### src/hdl/voxel_series_variance_assert.svh
// Assertion macros for the voxel series variance block.
// Included by the top level; no other dependencies.
`ifndef VOXEL_SERIES_VARIANCE_ASSERT_SVH
`define VOXEL_SERIES_VARIANCE_ASSERT_SVH
`ifndef SYNTHESIS
`define VSV_ASSERT_SAME(label, clk, rst_n, ante, cons, msg) \
    label: assert property (@(posedge clk) disable iff (!rst_n) (ante) |-> (cons)) \
        else $error(msg);
`define VSV_ASSERT_NEXT(label, clk, rst_n, ante, cons, msg) \
    label: assert property (@(posedge clk) disable iff (!rst_n) (ante) |=> (cons)) \
        else $error(msg);
`else
`define VSV_ASSERT_SAME(label, clk, rst_n, ante, cons, msg)
`define VSV_ASSERT_NEXT(label, clk, rst_n, ante, cons, msg)
`endif
`endif

### src/hdl/vsv_pkg.sv
// Shared types and constants for the voxel series variance block.
// No dependencies.
package vsv_pkg;

    localparam int MAX_FRAMES  = 4096;
    localparam int MAX_RUNS    = 64;
    localparam int ADDR_W      = $clog2(MAX_FRAMES);
    localparam int TAG_W       = $clog2(MAX_RUNS);
    localparam int CNT_W       = ADDR_W + 1;
    localparam int RUN_W       = TAG_W + 1;
    localparam int SUM_W       = 48;
    localparam int MEAN_W      = 33;
    localparam int VAL_W       = 48;
    localparam int DIV_STEPS   = 64;
    localparam int SQRT_STEPS  = 40;

    localparam logic [VAL_W-1:0] POS_LIM = 48'h7fff_ffff_ffff;
    localparam logic [VAL_W-1:0] NEG_LIM = 48'h8000_0000_0000;
    localparam logic [VAL_W-1:0] ONE_Q16 = 48'h0000_0001_0000;
    localparam logic [1:0] FILL_MODE_KEEP = 2'd3;

    typedef enum logic [1:0] {
        REG_MODE   = 2'd0,
        REG_GLOBAL = 2'd1,
        REG_FILL   = 2'd2,
        REG_GAIN   = 2'd3
    } reg_idx_t;

    typedef enum logic [1:0] {
        MODE_VAR     = 2'd0,
        MODE_STD     = 2'd1,
        MODE_MASK    = 2'd2,
        MODE_VAR_ALT = 2'd3
    } mode_t;

    typedef enum logic [1:0] {
        FILL_NONE = 2'd0,
        FILL_ZERO = 2'd1,
        FILL_TINY = 2'd2,
        FILL_NAN  = 2'd3
    } fill_code_t;

    typedef enum logic [3:0] {
        ST_IDLE,
        ST_LOAD,
        ST_GMEAN_WAIT,
        ST_RUN_RD,
        ST_RUN_DIV,
        ST_RUN_WAIT,
        ST_PASS,
        ST_VAR,
        ST_VAR_WAIT,
        ST_ROOT_CHK,
        ST_SQRT,
        ST_GAIN_LO,
        ST_GAIN_HI,
        ST_FINISH
    } back_state_t;

    typedef struct packed {
        logic                     en;
        logic [ADDR_W-1:0]        addr;
        logic signed [31:0]       sample;
        logic [TAG_W-1:0]         tag;
    } store_wr_t;

    typedef struct packed {
        logic                     en;
        logic [TAG_W-1:0]         tag;
        logic signed [SUM_W-1:0]  sum;
        logic [CNT_W-1:0]         count;
    } run_wr_t;

    typedef struct packed {
        logic signed [SUM_W-1:0]  total;
        logic [CNT_W-1:0]         count;
        logic [RUN_W-1:0]         runs;
        logic                     valid;
    } job_t;

    typedef struct packed {
        logic [1:0]               mode;
        logic                     global_mean;
        logic [1:0]               fill_mode;
        logic signed [31:0]       gain;
    } cfg_t;

endpackage

### src/hdl/vsv_front.sv
// Front end: takes frames, tracks runs and sums, writes the sample store.
// Depends on vsv_pkg.
module vsv_front (
    input  logic                 clk,
    input  logic                 rst_n,
    input  logic                 accept,
    input  logic signed [31:0]   sample,
    input  logic                 undefined,
    input  logic                 counted,
    input  logic                 run_start,
    input  logic                 last,
    output vsv_pkg::store_wr_t   store_wr,
    output vsv_pkg::run_wr_t     run_wr,
    output logic                 job_push,
    output vsv_pkg::job_t        job,
    output logic                 flushing
);
    import vsv_pkg::*;

    logic [RUN_W-1:0]        rn_reg, rn_next;
    logic [CNT_W-1:0]        sc_reg, sc_next;
    logic signed [SUM_W-1:0] total_reg, total_next;
    logic signed [SUM_W-1:0] cur_sum_reg, cur_sum_next;
    logic [CNT_W-1:0]        cur_cnt_reg, cur_cnt_next;
    logic                    valid_reg, valid_next;
    logic                    flush_reg, flush_next;

    logic                    open_run;
    logic [RUN_W-1:0]        rn_new;
    logic [TAG_W-1:0]        tag;
    logic                    store_ok;
    logic signed [SUM_W-1:0] samp_ext;
    logic signed [SUM_W-1:0] base_sum;
    logic [CNT_W-1:0]        base_cnt;

    always_comb
    begin
        open_run = (run_start || rn_reg == '0) && (rn_reg < RUN_W'(MAX_RUNS));
        rn_new   = rn_reg + RUN_W'(open_run);
        tag      = TAG_W'(rn_new - RUN_W'(1));
        store_ok = counted && (sc_reg < CNT_W'(MAX_FRAMES));
        samp_ext = SUM_W'(sample);
        base_sum = open_run ? '0 : cur_sum_reg;
        base_cnt = open_run ? '0 : cur_cnt_reg;

        rn_next      = rn_reg;
        sc_next      = sc_reg;
        total_next   = total_reg;
        cur_sum_next = cur_sum_reg;
        cur_cnt_next = cur_cnt_reg;
        valid_next   = valid_reg;
        flush_next   = flush_reg;

        store_wr.en     = accept && store_ok;
        store_wr.addr   = sc_reg[ADDR_W-1:0];
        store_wr.sample = sample;
        store_wr.tag    = tag;

        run_wr.en    = 1'b0;
        run_wr.tag   = TAG_W'(rn_reg - RUN_W'(1));
        run_wr.sum   = cur_sum_reg;
        run_wr.count = cur_cnt_reg;

        job_push  = flush_reg;
        job.total = total_reg;
        job.count = sc_reg;
        job.runs  = rn_reg;
        job.valid = valid_reg;

        if (flush_reg)
        begin
            // The last run goes to the run table, then per-voxel state clears.
            run_wr.en    = 1'b1;
            rn_next      = '0;
            sc_next      = '0;
            total_next   = '0;
            cur_sum_next = '0;
            cur_cnt_next = '0;
            valid_next   = 1'b1;
            flush_next   = 1'b0;
        end
        else if (accept)
        begin
            run_wr.en    = open_run && (rn_reg != '0);
            rn_next      = rn_new;
            cur_sum_next = base_sum;
            cur_cnt_next = base_cnt;
            if (counted && (undefined || sample == '0))
                valid_next = 1'b0;
            if (store_ok)
            begin
                cur_sum_next = base_sum + samp_ext;
                cur_cnt_next = base_cnt + CNT_W'(1);
                total_next   = total_reg + samp_ext;
                sc_next      = sc_reg + CNT_W'(1);
            end
            flush_next = last;
        end
    end

    assign flushing = flush_reg;

    always_ff @(posedge clk or negedge rst_n)
    begin
        if (!rst_n)
        begin
            rn_reg      <= '0;
            sc_reg      <= '0;
            total_reg   <= '0;
            cur_sum_reg <= '0;
            cur_cnt_reg <= '0;
            valid_reg   <= 1'b1;
            flush_reg   <= 1'b0;
        end
        else
        begin
            rn_reg      <= rn_next;
            sc_reg      <= sc_next;
            total_reg   <= total_next;
            cur_sum_reg <= cur_sum_next;
            cur_cnt_reg <= cur_cnt_next;
            valid_reg   <= valid_next;
            flush_reg   <= flush_next;
        end
    end

endmodule

### config.mk
export PLATFORM = sky130hd
export DESIGN_NAME = vsv_front
export DESIGN_NICKNAME = d
export VERILOG_FILES = /design/src/hdl/voxel_series_variance_assert.svh /design/src/hdl/vsv_pkg.sv /design/src/hdl/vsv_front.sv
export SDC_FILE = /design/constraint.sdc
export NUM_CORES = 1
export LEC_CHECK = 0
export ABC_AREA = 1
export BUFFER_PORTS_ARGS = -buffer_cell sky130_fd_sc_hd__clkbuf_2
export CORE_MARGIN = 2
export CORE_UTILIZATION = 40
export DETAILED_ROUTE_END_ITERATION = 16
export GPL_TIMING_DRIVEN = 0
export PLACE_DENSITY = 0.65
export REMOVE_ABC_BUFFERS = 1
export SYNTH_ARGS = -nofsm -noshare
export SYNTH_HDL_FRONTEND = slang
export SYNTH_SLANG_ARGS = --single-unit
### constraint.sdc
create_clock -name clk -period 3.85 [get_ports clk]
set_input_delay 0.1925 -clock clk [delete_from_list [all_inputs] [get_ports clk]]
set_output_delay 0.1925 -clock clk [all_outputs]
set_load 0.03 [all_outputs]
==> impl_results.md <==
* Max layer used: met4
* Worst-margin pin slew at 1.110 ns
* Slew Limit Fails at 0
* Final HPWL DP at 39.23 mm
* Placed Area at 14910 sq um
* Later-pin clock latency in the skew report at 0.46 ns
* Largest net degree at the start of global routing at 88
* Number of synthesized flops with an enable pin at 0
* Clock network fraction of total power at 0.208
* Fin. Hold Viols at 0
* Top cell type's share of synthesized area at 0.2381
* RSZ-0062 raised after global routing: false
* Net Sw Frac at 0.5295
* Register area at 3281 sq um
* Post-synthesis cell count at 2295
* Syn_area_per_cell at 5.953 sq um
* Yosys top cell by area: dfrtp_1
* CP arrival at 3.41 ns
* Non-filler cells, final at 2925
* Routed via count at 15586
* Number of global-route vias before repair at 14526
* Vias per inst at 5.329
* M1 WL at 22.75 mm
* Power density over the cells at 557.7 nW/um^2
* DIE WIDTH at 188.8 um
* Total global routing overflow at 0
* IO Port Bufs at 228
* Internal power at 4.121 mW
* Diodes inserted at 0
* Hold WS at 0.05933 ns
* Worst-path clk slew at 0.07 ns
* Synth area leaders: dfrtp_1 24%, nand2_1 22%, inv_1 7.8%
* Post-route ant nets at 0
* Die area at 35650 sq um
* Final setup violation count at 0
* Total Power at 8.758 mW
* Syn-to-layout area delta at 14.93%
* Die Y at 188.8 um
* Drc violations at 0
* Max IR drop VDD at 0.4090 mV
* Starting Density at 0.4064
* RR Startpoint: rn_reg[0]
* WHS Path Cells at 4
* Ys async rst share at 1.000
* Worst r2r path cells at 22
* H-tree levels at 4
* Core Area at 33620 sq um
* Critical Path Source Type: flop
* FF+latch count, synth at 131
* Synth cell types at 54
* Worst Setup End Kind: output port
* Min-delay src: undefined
* Sequential share of power at 0.223
* Design Area, Final at 15700 sq um
* I/O pins at 229
* Clock Path Buffers at 2
* Placed Instances at 2883
* Reg2reg setup slack at 0.25 ns
* WL met2 at 23.95 mm
* DR WL met3 at 2.604 mm
* Filler Cells Inserted at 3622
* All-Layer GR Usage at 0.2843
* Worst-path fanout max at 27
* FMAX at 277.6 MHz
* Crit path time final at 3.602 ns
* Clock sink count at 131
* Slew HR at 0.2592
* Yosys Warn Count at 0
* Total wire length at 50.96 mm
* Max-Cap Viols at 0
* Multi-input gate area at 8826 sq um
* Final nets at 2576
* Logic pwr share at 0.569
* Crit Path Category: reg2out
* Clock skew at 0.01009 ns
* FP Rows at 67
* Post-Syn Area at 13660 sq um
* GP Congestion at 0.9538
* Status: complete, no violations
* Post-synthesis sequential area ratio at 0.2400
* Switching power at 4.637 mW
* First-pass GRT wire length at 79.37 mm
* TritonCTS clock tree: done
* Hold EP: valid_reg
* Synth Flop Type: dfrtp_1
* Pleak at 8.710 nW
* Clock root cell: clkbuf_16
* Util after Layout at 0.4671
* Drt first-iter violations at 1194
* Wire length per cell at 17.42 um
* Layout cell share with drive strength beyond 1 at 0.1324
* Worst R2R End: cur_sum_reg[36]
* First-pass DRT Iterations at 6
* Worst Hold Class: in2reg
* Critical path required time at 3.66 ns
* Initial antenna violation count at 0
* Cts bufs inserted at 17
* Final Cycle Share at 0.9357
[kinds of logic (layout without fill, tap and decap cells)]
family / after synthesis / count (layout) / share of synthesized area
buffers and inverters: 379 / 557 / 0.1216
DFF: 131 / 131 / 0.2400
xor gates and xnor gates: 32 / 32 / 0.02051
and+or+nand+nor: 1291 / 1295 / 0.3891
adders and majority gates: 73 / 73 / 0.06795
AOI/OAI and AO/OA: 389 / 389 / 0.1608
[worst max path at each step]
| stage | from | to | slack [ns] |
|---|---|---|---|
| 4_1_cts | rn_reg[1] | cur_sum_reg[30] | 0.03 |
| 3_3_place_gp | flushing | total_reg[21] | -4.88 |
| 6_report | rn_reg[1] | store_wr[5] | 0.25 |
| 2_1_floorplan | flushing | total_reg[35] | -0.61 |
| 3_5_place_dp | rn_reg[0] | cur_sum_reg[30] | -1.03 |
| 5_1_grt | rn_reg[0] | cur_sum_reg[34] | 0.03 |
[Yosys cell counts (3+ instances only)]
cell / count
nand2_1: 815
inv_1: 283
nor2_1: 217
nand3_1: 166
o21ai_0: 144
a21oi_1: 133
dfrtp_1: 130
ha_1: 71
buf_4: 47
clkbuf_1: 32
xor2_1: 26
nand4_1: 21
o22ai_1: 18
nor3_1: 16
a21o_1: 14
a31oi_1: 14
nand2_2: 14
o21ai_1: 14
nor4_1: 11
o21bai_1: 9
a32o_1: 8
buf_6: 8
o31ai_1: 8
a22o_1: 7
nand3_2: 7
nor2_2: 7
and3_1: 6
o21a_1: 6
xnor2_1: 6
buf_1: 4
nor3_2: 3
[per-stage QoR]
step | TNS, ns | setup slack [ns]
after floorplan | -28.98 | -0.6115
after global routing | 0 | 0.02548
after CTS | 0 | 0.03306
final | 0 | 0.2476
after global placement | -360.55 | -4.875
after detailed placement | -28.68 | -1.027
[critical path, cell delays in order (launching register included)]
cell	delay, ns
dfrtp_2	0.44
inv_1	0.11
ha_1	0.16
inv_1	0.06
nor2_4	0.11
nand3_2	0.11
nand2_4	0.20
nand2_8	0.10
inv_8	0.20
ha_1	0.24
ha_1	0.19
nand3_1	0.13
nor2_1	0.21
inv_1	0.09
nand2_1	0.13
nand3_1	0.10
xor2_1	0.16
clkbuf_2	0.22
[power by group through the flow]
stage          Sequential (mW)  Clock (mW)  Combinational (mW)
2_1_floorplan             2.47           0                2.80
3_3_place_gp              1.96           0                4.77
3_5_place_dp              1.97           0                4.81
4_1_cts                   1.94        1.85                4.94
5_1_grt                   1.99        1.90                5.48
6_report                  1.95        1.82                4.98
[cells in the final DEF, fill, tap and decap left out, types with 5 or more instances in the layout]
cell       count
nand3_1      166
o21ai_1       14
o21ai_0      144
a31oi_1       14
nor2_2         9
ha_1          70
inv_1        280
nor2_1       212
o21a_1         6
dfrtp_1      129
nor4_1        11
clkbuf_2     227
nand2_4        5
nand2_2       16
nor2_4         5
a32o_1         8
inv_6          5
nand4_1       21
o31ai_1        8
a21o_1        14
o21bai_1       9
a21oi_1      133
xor2_1        26
a22o_1         7
o22ai_1       18
nand3_2        7
clkbuf_16     17
nand2_1      811
and3_1         6
nor3_1        16
xnor2_1        6
[repair_timing]
item	CTS	global route
endpoints found under the setup margin	58	30
cloned	4	0
hold buffers	3	0
pin swaps	2	1
endpoints found under the hold margin	45	0
buffers inserted	1	1
resized for setup	5	10
[metal layers]
layer,vias up,track usage
li1,7761,-
met1,7282,0.3714
met2,454,0.4796
met3,89,0.04191
met4,0,0.09645
met5,-,0
[layout make-up]
type / instances / area share
clock buffer: 18 / 0.02797
clock inverter: 14 / 0.01203
inverter: 286 / 0.06892
multi-input combinational: 1789 / 0.5621
sequential: 131 / 0.2089
tap: 448 / 0.03570
timing repair buffer: 239 / 0.08438
No activity file was read; power rests on OpenSTA's default activity.
