**src/hdl/voxel_series_variance_assert.svh**
```systemverilog
// Assertion macros for the voxel series variance block.
// Included by the top level; no other dependencies.
`ifndef VOXEL_SERIES_VARIANCE_ASSERT_SVH
`define VOXEL_SERIES_VARIANCE_ASSERT_SVH
`ifndef SYNTHESIS
`define VSV_ASSERT_SAME(label, clk, rst_n, ante, cons, msg) \
    label: assert property (@(posedge clk) disable iff (!rst_n) (ante) |-> (cons)) \
        else $error(msg);
`define VSV_ASSERT_NEXT(label, clk, rst_n, ante, cons, msg) \
    label: assert property (@(posedge clk) disable iff (!rst_n) (ante) |=> (cons)) \
        else $error(msg);
`else
`define VSV_ASSERT_SAME(label, clk, rst_n, ante, cons, msg)
`define VSV_ASSERT_NEXT(label, clk, rst_n, ante, cons, msg)
`endif
`endif

```
**src/hdl/vsv_pkg.sv**
```systemverilog
// Shared types and constants for the voxel series variance block.
// No dependencies.
package vsv_pkg;

    localparam int MAX_FRAMES  = 4096;
    localparam int MAX_RUNS    = 64;
    localparam int ADDR_W      = $clog2(MAX_FRAMES);
    localparam int TAG_W       = $clog2(MAX_RUNS);
    localparam int CNT_W       = ADDR_W + 1;
    localparam int RUN_W       = TAG_W + 1;
    localparam int SUM_W       = 48;
    localparam int MEAN_W      = 33;
    localparam int VAL_W       = 48;
    localparam int DIV_STEPS   = 64;
    localparam int SQRT_STEPS  = 40;

    localparam logic [VAL_W-1:0] POS_LIM = 48'h7fff_ffff_ffff;
    localparam logic [VAL_W-1:0] NEG_LIM = 48'h8000_0000_0000;
    localparam logic [VAL_W-1:0] ONE_Q16 = 48'h0000_0001_0000;
    localparam logic [1:0] FILL_MODE_KEEP = 2'd3;

    typedef enum logic [1:0] {
        REG_MODE   = 2'd0,
        REG_GLOBAL = 2'd1,
        REG_FILL   = 2'd2,
        REG_GAIN   = 2'd3
    } reg_idx_t;

    typedef enum logic [1:0] {
        MODE_VAR     = 2'd0,
        MODE_STD     = 2'd1,
        MODE_MASK    = 2'd2,
        MODE_VAR_ALT = 2'd3
    } mode_t;

    typedef enum logic [1:0] {
        FILL_NONE = 2'd0,
        FILL_ZERO = 2'd1,
        FILL_TINY = 2'd2,
        FILL_NAN  = 2'd3
    } fill_code_t;

    typedef enum logic [3:0] {
        ST_IDLE,
        ST_LOAD,
        ST_GMEAN_WAIT,
        ST_RUN_RD,
        ST_RUN_DIV,
        ST_RUN_WAIT,
        ST_PASS,
        ST_VAR,
        ST_VAR_WAIT,
        ST_ROOT_CHK,
        ST_SQRT,
        ST_GAIN_LO,
        ST_GAIN_HI,
        ST_FINISH
    } back_state_t;

    typedef struct packed {
        logic                     en;
        logic [ADDR_W-1:0]        addr;
        logic signed [31:0]       sample;
        logic [TAG_W-1:0]         tag;
    } store_wr_t;

    typedef struct packed {
        logic                     en;
        logic [TAG_W-1:0]         tag;
        logic signed [SUM_W-1:0]  sum;
        logic [CNT_W-1:0]         count;
    } run_wr_t;

    typedef struct packed {
        logic signed [SUM_W-1:0]  total;
        logic [CNT_W-1:0]         count;
        logic [RUN_W-1:0]         runs;
        logic                     valid;
    } job_t;

    typedef struct packed {
        logic [1:0]               mode;
        logic                     global_mean;
        logic [1:0]               fill_mode;
        logic signed [31:0]       gain;
    } cfg_t;

endpackage

```
**src/hdl/vsv_fifo.sv**
```systemverilog
// Two-entry queue of voxel jobs between the front and back ends.
// Depends on vsv_pkg.
module vsv_fifo (
    input  logic           clk,
    input  logic           rst_n,
    input  logic           push,
    input  vsv_pkg::job_t  push_data,
    input  logic           pop,
    output logic           not_empty,
    output vsv_pkg::job_t  pop_data
);
    import vsv_pkg::*;

    job_t       mem_reg [2];
    logic       wr_ptr_reg, wr_ptr_next;
    logic       rd_ptr_reg, rd_ptr_next;
    logic [1:0] cnt_reg, cnt_next;
    logic       do_push, do_pop;

    always_comb
    begin
        do_push     = push && (cnt_reg != 2'd2);
        do_pop      = pop && (cnt_reg != 2'd0);
        wr_ptr_next = wr_ptr_reg ^ do_push;
        rd_ptr_next = rd_ptr_reg ^ do_pop;
        cnt_next    = cnt_reg + 2'(do_push) - 2'(do_pop);
    end

    assign not_empty = (cnt_reg != 2'd0);
    assign pop_data  = mem_reg[rd_ptr_reg];

    always_ff @(posedge clk)
    begin
        if (do_push)
            mem_reg[wr_ptr_reg] <= push_data;
    end

    always_ff @(posedge clk or negedge rst_n)
    begin
        if (!rst_n)
        begin
            wr_ptr_reg <= 1'b0;
            rd_ptr_reg <= 1'b0;
            cnt_reg    <= 2'd0;
        end
        else
        begin
            wr_ptr_reg <= wr_ptr_next;
            rd_ptr_reg <= rd_ptr_next;
            cnt_reg    <= cnt_next;
        end
    end

endmodule

```
**config.mk**
```make
export PLATFORM = sky130hd
export DESIGN_NAME = vsv_fifo
export DESIGN_NICKNAME = d
export VERILOG_FILES = /design/src/hdl/voxel_series_variance_assert.svh /design/src/hdl/vsv_pkg.sv /design/src/hdl/vsv_fifo.sv
export SDC_FILE = /design/constraint.sdc
export NUM_CORES = 1
export LEC_CHECK = 0
export BUFFER_PORTS_ARGS = -buffer_cell sky130_fd_sc_hd__buf_2
export CAP_MARGIN = 20
export CELL_PAD_IN_SITES_DETAIL_PLACEMENT = 1
export CELL_PAD_IN_SITES_GLOBAL_PLACEMENT = 2
export CORE_ASPECT_RATIO = 1.2
export CORE_UTILIZATION = 39
export CTS_BUF_LIST = sky130_fd_sc_hd__clkbuf_8
export CTS_CLUSTER_SIZE = 24
export DETAILED_ROUTE_END_ITERATION = 7
export PLACE_DENSITY_LB_ADDON = 0.08
export SYNTH_ARGS = -nofsm -noshare
export SYNTH_HDL_FRONTEND = slang
export SYNTH_SLANG_ARGS = --single-unit
```
**constraint.sdc**
```tcl
create_clock -name clk -period 3.8 [get_ports clk]
set_input_delay 0.19 -clock clk [delete_from_list [all_inputs] [get_ports clk]]
set_output_delay 0.19 -clock clk [all_outputs]
set_load 0.02 [all_outputs]
```
==> results of run 1 <==
==> placed cells by master (no fill, tap or decap), types with 2 or more instances in the layout <==
master	netlist	final
sky130_fd_sc_hd__clkinv_2	0	5
sky130_fd_sc_hd__dlygate4sd3_1	0	70
sky130_fd_sc_hd__xnor2_1	2	2
sky130_fd_sc_hd__mux2_2	69	69
sky130_fd_sc_hd__dfrtp_1	4	3
sky130_fd_sc_hd__inv_1	3	3
sky130_fd_sc_hd__bufinv_16	0	4
sky130_fd_sc_hd__clkbuf_8	0	17
sky130_fd_sc_hd__clkinv_4	0	2
sky130_fd_sc_hd__edfxtp_1	138	138
sky130_fd_sc_hd__buf_2	1	142
==> layer usage <==
metal / vias up / track usage, % / share of wire, %
met1: 1465 / 16.9 / 40
met5: - / 0 / 0
met3: 10 / 4.46 / 4.8
met4: 0 / 7.17 / 1.1
li1: 1380 / - / -
met2: 95 / 26.5 / 54
==> path summary, 6_finish.rpt <==
kind	end	slack, ns
worst min-delay path	rd_ptr_reg	0.08
worst max-delay path	pop_data[23]	1.53
max in group asynchronous	rd_ptr_reg	3.55
worst max register to register	mem_reg[1][4]	1.65
min in group asynchronous	cnt_reg[1]	0.10
worst min register to register	cnt_reg[0]	0.62
==> power by group through the flow <==
stage	Sequential, mW	Combinational [mW]	Clock [mW]
2_1_floorplan	2.25	1.25	0
3_3_place_gp	2.41	1.56	0
3_5_place_dp	2.43	1.57	0
4_1_cts	2.39	1.63	1.28
5_1_grt	2.43	1.72	1.33
6_report	2.37	1.60	1.24
==> worst reg2reg max path: cells and delay by family (launching register included) <==
kind | cells | cell delay, ns
AOI/OAI and AO/OA | 1 | 0.36
buffers and inverters | 1 | 0.08
DFF | 1 | 0.43
and+or+nand+nor | 1 | 0.86
==> cell families (layout without fill, tap and decap cells) <==
group,after synthesis,count (layout),share of synthesized area (%)
DFF,142,142,81.1
muxes,70,70,15.0
buffers and inverters,11,245,1.82
AOI/OAI and AO/OA,5,5,0.694
and+or+nand+nor,5,5,0.478
adders and majority gates,2,2,0.478
xor gates and xnor gates,2,2,0.335
==> area by class of cell <==
type	instances	area, um^2
fill	1233	5930
sequential	142	4250
timing repair buffer	212	1410
multi-input combinational	84	906
clock buffer	17	234
tap	168	210
clock inverter	13	174
inverter	3	11.3
==> repair_timing <==
item,CTS,global route
setup endpoints to repair,0,0
hold endpoints to repair,142,0
resized for setup,0,0
hold buffers,70,0
==> flow_metrics.env, run 1 <==
export IMPL_drt_pass1_iter_count=4
export IMPL_clockRootBuffer="sky130_fd_sc_hd__clkbuf_8"
export IMPL_grt_max_degree=71
export IMPL_design_portCount=143
export IMPL_drive_gt1_share_pct=51.8
export IMPL_timing_hold_worst_class="in2reg"
export IMPL_die_y_um=129
export IMPL_clock_sinks=142
export IMPL_tritoncts="yes"
export IMPL_startpoint="rd_ptr_reg"
export IMPL_cp_num_buf_inv=1
export IMPL_netlist_top_cells_area="sky130_fd_sc_hd__edfxtp_1 (79%), sky130_fd_sc_hd__mux2_2 (15%), sky130_fd_sc_hd__dfrtp_1 (1.9%), sky130_fd_sc_hd__buf_6 (1.5%), sky130_fd_sc_hd__ha_1 (0.48%)"
export IMPL_cap_violations=0
export IMPL_share_clk_of_total_power_pct=23.8
export IMPL_worst_slew_pin_transition_ns=0.990
export IMPL_area_growth_pct=37.6
export IMPL_critPathCaptureType="output pin"
export IMPL_critPathSlowestCell="sky130_fd_sc_hd__dfrtp_4"
export IMPL_cp_cell_sequence="mux2_2, buf_2"
export IMPL_initial_utilization_pct=39.9
export IMPL_fin_worst_skew_ns=0.0106
export IMPL_status="finished, final reports clean"
export IMPL_synth_seq_cells=142
export IMPL_slew_headroom_pct=34.0
export IMPL_synthesis_area_um2=5230
export IMPL_critical_path_required_ns=3.61
export IMPL_totalWireLength_um=10100
export IMPL_cp_depth=2
export IMPL_worst_path_dominant_cell_family="flip-flops"
export IMPL_finish_instance_area_um2=7190
export IMPL_replace_congestion=0.687
export IMPL_final_antenna_net_count=0
export IMPL_detail_route_drc_violations=0
export IMPL_cp_start_kind="flip-flop"
export IMPL_finalNetCount=535
export IMPL_ir_worst_vdd_v=0.000535
export IMPL_cp_slowest_stage_delay_ns=1.06
export IMPL_hold_ws_ns=0.0789
export IMPL_ys_flop_type="sky130_fd_sc_hd__edfxtp_1"
export IMPL_grt_setup_unrepaired="false"
export IMPL_drt_first_iter_violations=100
export IMPL_final_util_pct=54.8
export IMPL_number_of_synthesized_flops_with_an_enable_pin=138
export IMPL_placement_io_buffers=142
export IMPL_route_detailed_vias_per_inst=4.62
export IMPL_tns_ns=0
export IMPL_largest_register_ffs=138
export IMPL_worstPathArrival_ns=2.08
export IMPL_worst_path_max_fanout=70
export IMPL_final_min_period_over_clock_period_pct=59.8
export IMPL_synth_warnings=0
export IMPL_internal_power_mw=3.54
export IMPL_synth_avg_cell_area_um2=22.1
export IMPL_antenna_cells_inserted=0
export IMPL_timing_final_setup_violations=0
export IMPL_netlist_instances=237
export IMPL_gr_total_overflow=0
export IMPL_grt_pass1_vias=3137
export IMPL_die_w_um=108
export IMPL_p_sw_share_pct=32.1
export IMPL_power_frac_comb_pct=30.7
export IMPL_grt_first_pass_wirelength_um=15300
export IMPL_p_leak_nw=2.73
export IMPL_holdCritStartpoint="pop"
export IMPL_cts_max_level=4
export IMPL_antenna_found_initial=0
export IMPL_max_buffers_root_to_sink=2
export IMPL_timing_reg2reg_worst_path_depth=3
export IMPL_worstSetupPathType="reg2out"
export IMPL_drt_wirelength_per_cell_um=15.8
export IMPL_async_reset_ff_share_pct=2.82
export IMPL_core_area_um2=13100
export IMPL_yosysMostFrequentCell="sky130_fd_sc_hd__edfxtp_1"
export IMPL_dpl_cell_count=539
export IMPL_synth_top_cell_by_area="sky130_fd_sc_hd__edfxtp_1"
export IMPL_post_place_ws_ns=1.60
export IMPL_finalWorstSetupSlack_ns=1.53
export IMPL_yosysUniqueCellTypes=19
export IMPL_post_synth_top_area_fraction_pct=79.2
export IMPL_design_power_total_mw=5.21
export IMPL_post_layout_nonfiller_instances=639
export IMPL_grtUsageTotal_pct=15.2
export IMPL_worstHoldPathCells=3
export IMPL_timing_rr_start="cnt_reg[0]"
export IMPL_drv_slew=0
export IMPL_dr_total_vias=2950
export IMPL_synth_sequential_area_ratio_pct=81.1
export IMPL_postCtsSetupBuffers=0
export IMPL_floorplan_die_area_um2=13900
export IMPL_core_rowCount=46
export IMPL_final_hold_viol_count=0
export IMPL_powerDensity_nw_per_um2=724
export IMPL_clkLatencyLatePin_ns=0.42
export IMPL_cts_buffers=17
export IMPL_fmax_mhz=440
export IMPL_total_switching_power_mw=1.67
export IMPL_placedInstanceArea_um2=6090
export IMPL_finalWorstPathRequiredPeriod_ns=2.27
export IMPL_synth_top_cells_by_count="sky130_fd_sc_hd__edfxtp_1 (138), sky130_fd_sc_hd__mux2_2 (69), sky130_fd_sc_hd__buf_6 (7)"
export IMPL_synth_net_count=312
export IMPL_hpwl_um=5900
export IMPL_clk_transition_reported_paths_ns=0.07
export IMPL_power_sequential_fraction_pct=45.5
Power figures use the tool's default switching activity.
==> inputs of run 2 (changes only) <==
==> constraint.sdc (replaced) <==
create_clock -name clk -period 2.1 [get_ports clk]
set_input_delay 0.105 -clock clk [delete_from_list [all_inputs] [get_ports clk]]
set_output_delay 0.105 -clock clk [all_outputs]
set_load 0.02 [all_outputs]
==> flow_metrics.env, run 2 (synthesis results as in run 1) <==
export IMPL_status="finished, final reports clean"
export IMPL_grt_first_pass_wirelength_um=15900
export IMPL_slew_headroom_pct=73.2
export IMPL_finalWorstSetupSlack_ns=0.134
export IMPL_fin_worst_skew_ns=0.0119
export IMPL_grt_max_degree=36
export IMPL_timing_hold_worst_class="in2reg"
export IMPL_core_rowCount=46
export IMPL_finalWorstPathRequiredPeriod_ns=1.97
export IMPL_floorplan_die_area_um2=13900
export IMPL_multi_input_comb_area_um2=906
export IMPL_design_portCount=143
export IMPL_layout_fillers=1298
export IMPL_clkLatencyLatePin_ns=0.42
export IMPL_grtUsageTotal_pct=15.7
export IMPL_fmax_mhz=509
export IMPL_crit_reg2reg_capture="mem_reg[0][11]"
export IMPL_drt_pass1_iter_count=4
export IMPL_powerDensity_nw_per_um2=1260
export IMPL_timing_final_setup_violations=0
export IMPL_final_hold_viol_count=0
export IMPL_design_power_total_mw=9.14
export IMPL_critPathCaptureType="output pin"
export IMPL_gr_total_overflow=0
export IMPL_clock_sinks=142
export IMPL_die_y_um=129
export IMPL_detail_route_drc_violations=0
export IMPL_final_cell_mix="sky130_fd_sc_hd__buf_2 (142), sky130_fd_sc_hd__edfxtp_1 (138), sky130_fd_sc_hd__dlygate4sd3_1 (73)"
export IMPL_largest_register_ffs=138
export IMPL_worst_path_max_fanout=32
export IMPL_worstSetupPathType="reg2out"
export IMPL_worstHoldPathCells=4
export IMPL_cap_violations=0
export IMPL_postCtsSetupBuffers=0
export IMPL_cts_max_level=4
export IMPL_final_antenna_net_count=0
export IMPL_drt_first_iter_violations=57
export IMPL_tritoncts="yes"
export IMPL_hold_end="cnt_reg[1]"
export IMPL_totalWireLength_um=10400
export IMPL_final_min_period_over_clock_period_pct=93.6
export IMPL_clk_transition_reported_paths_ns=0.07
export IMPL_worstPathArrival_ns=1.86
export IMPL_die_w_um=108
export IMPL_cts_buffers=17
export IMPL_drv_slew=0
export IMPL_timing_reg2reg_worst_path_depth=4
export IMPL_grt_pass1_vias=3166
export IMPL_final_util_pct=55.3
export IMPL_seq_area_um2=4250
export IMPL_post_place_ws_ns=0.296
export IMPL_antenna_cells_inserted=0
export IMPL_clockRootBuffer="sky130_fd_sc_hd__clkbuf_8"
export IMPL_worst_slew_pin_transition_ns=0.398
export IMPL_critical_path_required_ns=2.00
export IMPL_core_area_um2=13100
export IMPL_timing_rr_start="cnt_reg[0]"
export IMPL_postCtsHoldBufs=73
export IMPL_route_detailed_vias_per_inst=4.55
export IMPL_p_leak_nw=2.74
export IMPL_max_buffers_root_to_sink=2
export IMPL_layout_cells_most_common="sky130_fd_sc_hd__buf_2"
export IMPL_drive_gt1_share_pct=51.6
export IMPL_ir_worst_vdd_v=0.000572
export IMPL_holdCritStartpoint="push"
export IMPL_timing_reg2reg_setup_slack_ns=0.31
export IMPL_grt_setup_unrepaired="false"
export IMPL_drt_wirelength_per_cell_um=16.0
export IMPL_antenna_found_initial=0
export IMPL_tns_ns=0
export IMPL_placement_io_buffers=142
export IMPL_initial_utilization_pct=39.9
export IMPL_hpwl_um=6490
export IMPL_replace_congestion=0.660
export IMPL_post_cts_resized_instances=0
export IMPL_area_growth_pct=38.7
export IMPL_dr_total_vias=2951
export IMPL_cp_start_kind="flip-flop"
export IMPL_finalNetCount=544
[run 2: metrics by stage]
stage,cell area (um^2),hold slack (ns),instances
after CTS,7250,0.150,649
after detailed placement,6210,-0.0860,545
after floorplan,5230,-0.191,237
final,7250,0.193,649
after global placement,6210,-0.0803,545
after global routing,7250,0.183,649
[run 2: layout make-up]
type | instances | share of cell area (%)
clock inverters | 14 | 1.12
repair buffers | 221 | 21.5
inverters | 3 | 0.155
flip-flops and latches | 142 | 58.6
multi-input cells | 84 | 12.5
clock buffers | 17 | 3.23
well taps | 168 | 2.90
[run 2: power by group]
part | internal (mW) | total (mW) | leakage (nW) | switching, mW
clock | 0.781 | 1.75 | 0.153 | 0.965
combinational | 1.42 | 3.28 | 1.25 | 1.86
sequential | 3.87 | 4.11 | 1.33 | 0.238
total | 6.07 | 9.14 | 2.74 | 3.07
[run 2: critical path, cell delays in order (launching register included)]
cell	delay, ns
sky130_fd_sc_hd__dfrtp_4	0.63
sky130_fd_sc_hd__buf_12	0.26
sky130_fd_sc_hd__mux2_2	0.37
sky130_fd_sc_hd__buf_2	0.16
[run 2: worst max path at each step]
stage | from | endpoint | slack [ns]
final | rd_ptr_reg | pop_data[25] | 0.13
after global routing | rd_ptr_reg | pop_data[24] | 0.03
after CTS | rd_ptr_reg | pop_data[24] | 0.07
after detailed placement | cnt_reg[0] | mem_reg[0][57] | 0.30
after global placement | cnt_reg[0] | mem_reg[0][56] | 0.30
after floorplan | cnt_reg[0] | mem_reg[0][0] | 0.03
[run 2: per-layer routing]
| metal | wire length (um) | track usage (%) | vias to the layer above |
|---|---|---|---|
| li1 | - | - | 1403 |
| met1 | 4090 | 17.1 | 1451 |
| met2 | 5660 | 28.4 | 84 |
| met3 | 462 | 4.81 | 13 |
| met4 | 189 | 6.45 | 0 |
| met5 | 0 | 0 | - |
==> inputs of run 3 (changes only) <==
--- a/config.mk
+++ b/config.mk
@@ -15,6 +15,7 @@
 export CTS_CLUSTER_SIZE = 24
 export DETAILED_ROUTE_END_ITERATION = 7
 export PLACE_DENSITY_LB_ADDON = 0.08
+export REMOVE_ABC_BUFFERS = 1
 export SYNTH_ARGS = -nofsm -noshare
 export SYNTH_HDL_FRONTEND = slang
 export SYNTH_SLANG_ARGS = --single-unit
==> flow_metrics.env, run 3 (synthesis results as in run 1) <==
export IMPL_clock_sinks=142
export IMPL_grtUsageTotal_pct=15.7
export IMPL_clkLatencyLatePin_ns=0.42
export IMPL_slew_headroom_pct=69.2
export IMPL_timing_hold_worst_class="in2reg"
export IMPL_layout_cells_most_common="sky130_fd_sc_hd__buf_2"
export IMPL_status="finished, final reports clean"
export IMPL_tns_ns=0
export IMPL_drt_first_iter_violations=59
export IMPL_placement_io_buffers=142
export IMPL_highest_layer="met4"
export IMPL_grt_first_pass_wirelength_um=16000
export IMPL_detail_route_drc_violations=0
export IMPL_totalWireLength_um=10200
export IMPL_p_leak_nw=2.80
export IMPL_finish_instance_area_um2=7370
export IMPL_crit_reg2reg_capture="mem_reg[1][16]"
export IMPL_detail_route_wirelength_met1_um=4140
export IMPL_timing_reg2reg_setup_slack_ns=0.24
export IMPL_postCtsSetupBuffers=0
export IMPL_post_layout_nonfiller_instances=651
export IMPL_critPathCaptureType="output pin"
export IMPL_replace_congestion=0.661
export IMPL_met3RoutedLength_um=494
export IMPL_powerDensity_nw_per_um2=1320
export IMPL_antenna_found_initial=1
export IMPL_worst_slew_pin_transition_ns=0.458
export IMPL_worstSetupPathType="reg2out"
export IMPL_initial_utilization_pct=39.9
export IMPL_route_detailed_vias_per_inst=4.51
export IMPL_final_util_pct=56.2
export IMPL_grt_pass1_vias=3120
export IMPL_die_w_um=108
export IMPL_fin_worst_skew_ns=0.00804
export IMPL_timing_rr_start="cnt_reg[0]"
export IMPL_design_power_total_mw=9.73
export IMPL_drt_pass1_iter_count=4
export IMPL_layout_fillers=1238
export IMPL_cts_max_level=4
export IMPL_core_area_um2=13100
export IMPL_detailroute_wirelength_met2_um=5400
export IMPL_design_portCount=143
export IMPL_critical_path_endpoint="pop_data[40]"
export IMPL_final_cell_mix="sky130_fd_sc_hd__buf_2 (142), sky130_fd_sc_hd__edfxtp_1 (138), sky130_fd_sc_hd__dlygate4sd3_1 (73)"
export IMPL_final_antenna_net_count=0
export IMPL_final_hold_viol_count=0
export IMPL_drt_wirelength_per_cell_um=15.6
export IMPL_timing_reg2reg_worst_path_depth=4
export IMPL_worstPathArrival_ns=1.80
export IMPL_hpwl_um=6360
export IMPL_max_buffers_root_to_sink=2
export IMPL_dr_total_vias=2936
export IMPL_critPathSlowestCell="sky130_fd_sc_hd__dfrtp_4"
export IMPL_area_growth_pct=41.0
export IMPL_fmax_mhz=525
export IMPL_ir_worst_vdd_v=0.000601
export IMPL_timing_final_setup_violations=0
export IMPL_grt_max_degree=35
export IMPL_clk_transition_reported_paths_ns=0.08
export IMPL_cap_violations=0
export IMPL_critical_path_required_ns=2.00
export IMPL_drive_gt1_share_pct=51.5
export IMPL_cp_start_kind="flip-flop"
export IMPL_finalNetCount=544
export IMPL_cts_buffers=17
export IMPL_finalWorstPathRequiredPeriod_ns=1.90
export IMPL_core_rowCount=46
export IMPL_gr_total_overflow=0
export IMPL_placedInstanceArea_um2=6210
export IMPL_dpl_cell_count=545
export IMPL_cp_cell_sequence="buf_12, mux2_2, buf_2"
export IMPL_grt_setup_unrepaired="false"
export IMPL_largest_register_ffs=138
export IMPL_final_min_period_over_clock_period_pct=90.7
export IMPL_clockRootBuffer="sky130_fd_sc_hd__clkbuf_8"
export IMPL_cp_slowest_stage_delay_ns=0.59
export IMPL_floorplan_die_area_um2=13900
export IMPL_drv_slew=0
export IMPL_worst_path_max_fanout=29
export IMPL_startpoint="rd_ptr_reg"
export IMPL_die_y_um=129
export IMPL_tritoncts="yes"
-- run 3: worst max-delay path, delay by kind of cell, from the launching register on --
kind,cells,cell delay (ns)
mux,1,0.36
flops,1,0.59
buf+inv,2,0.41
-- run 3: metrics by stage --
stage | setup WS, ns | hold slack, ns
floorplan | -0.687 | -0.191
global placement | 0.300 | -0.0810
detailed placement | 0.248 | -0.0708
CTS | 0.134 | 0.160
global route | 0.0738 | 0.184
finish | 0.195 | 0.195
-- run 3: layout make-up --
| type | count | area, um^2 | share of cell area (%) |
|---|---|---|---|
| Clock inverter | 15 | 201 | 2.73 |
| Tap cell | 168 | 210 | 2.85 |
| Sequential cell | 142 | 4250 | 57.6 |
| Multi-Input combinational cell | 84 | 906 | 12.3 |
| Clock buffer | 17 | 234 | 3.17 |
| Inverter | 3 | 11.3 | 0.153 |
| Antenna cell | 1 | 2.50 | 0.0339 |
| Timing Repair Buffer | 221 | 1560 | 21.2 |
-- run 3: repair_timing --
| item | CTS | global route |
|---|---|---|
| endpoints found under the hold margin | 143 | 0 |
| resized for setup | 0 | 0 |
| hold buffers | 73 | 0 |
-- run 3: worst min-delay path by stage --
stage | cells past startpoint | endpoint | slack [ns] | start
detailed placement | 1 | rd_ptr_reg | -0.07 | rst_n
CTS | 4 | cnt_reg[1] | 0.16 | push
finish | 4 | cnt_reg[1] | 0.20 | push
global route | 4 | cnt_reg[1] | 0.18 | push
floorplan | 0 | cnt_reg[0] | -0.19 | rst_n
global placement | 1 | rd_ptr_reg | -0.08 | rst_n
-- run 3: where the power goes --
part / switching (mW) / internal, mW / leakage (nW) / total, mW
clock: 0.970 / 1.39 / 0.213 / 2.36
sequential: 0.215 / 3.87 / 1.33 / 4.08
combinational: 1.88 / 1.41 / 1.25 / 3.29
total: 3.06 / 6.67 / 2.80 / 9.73
-- run 3: per-layer routing --
layer  GRT usage (%)  vias to the layer above
li1                -                     1408
met1            18.4                     1434
met2            27.3                       85
met3            4.66                        9
met4            5.80                        0
met5               0                        -
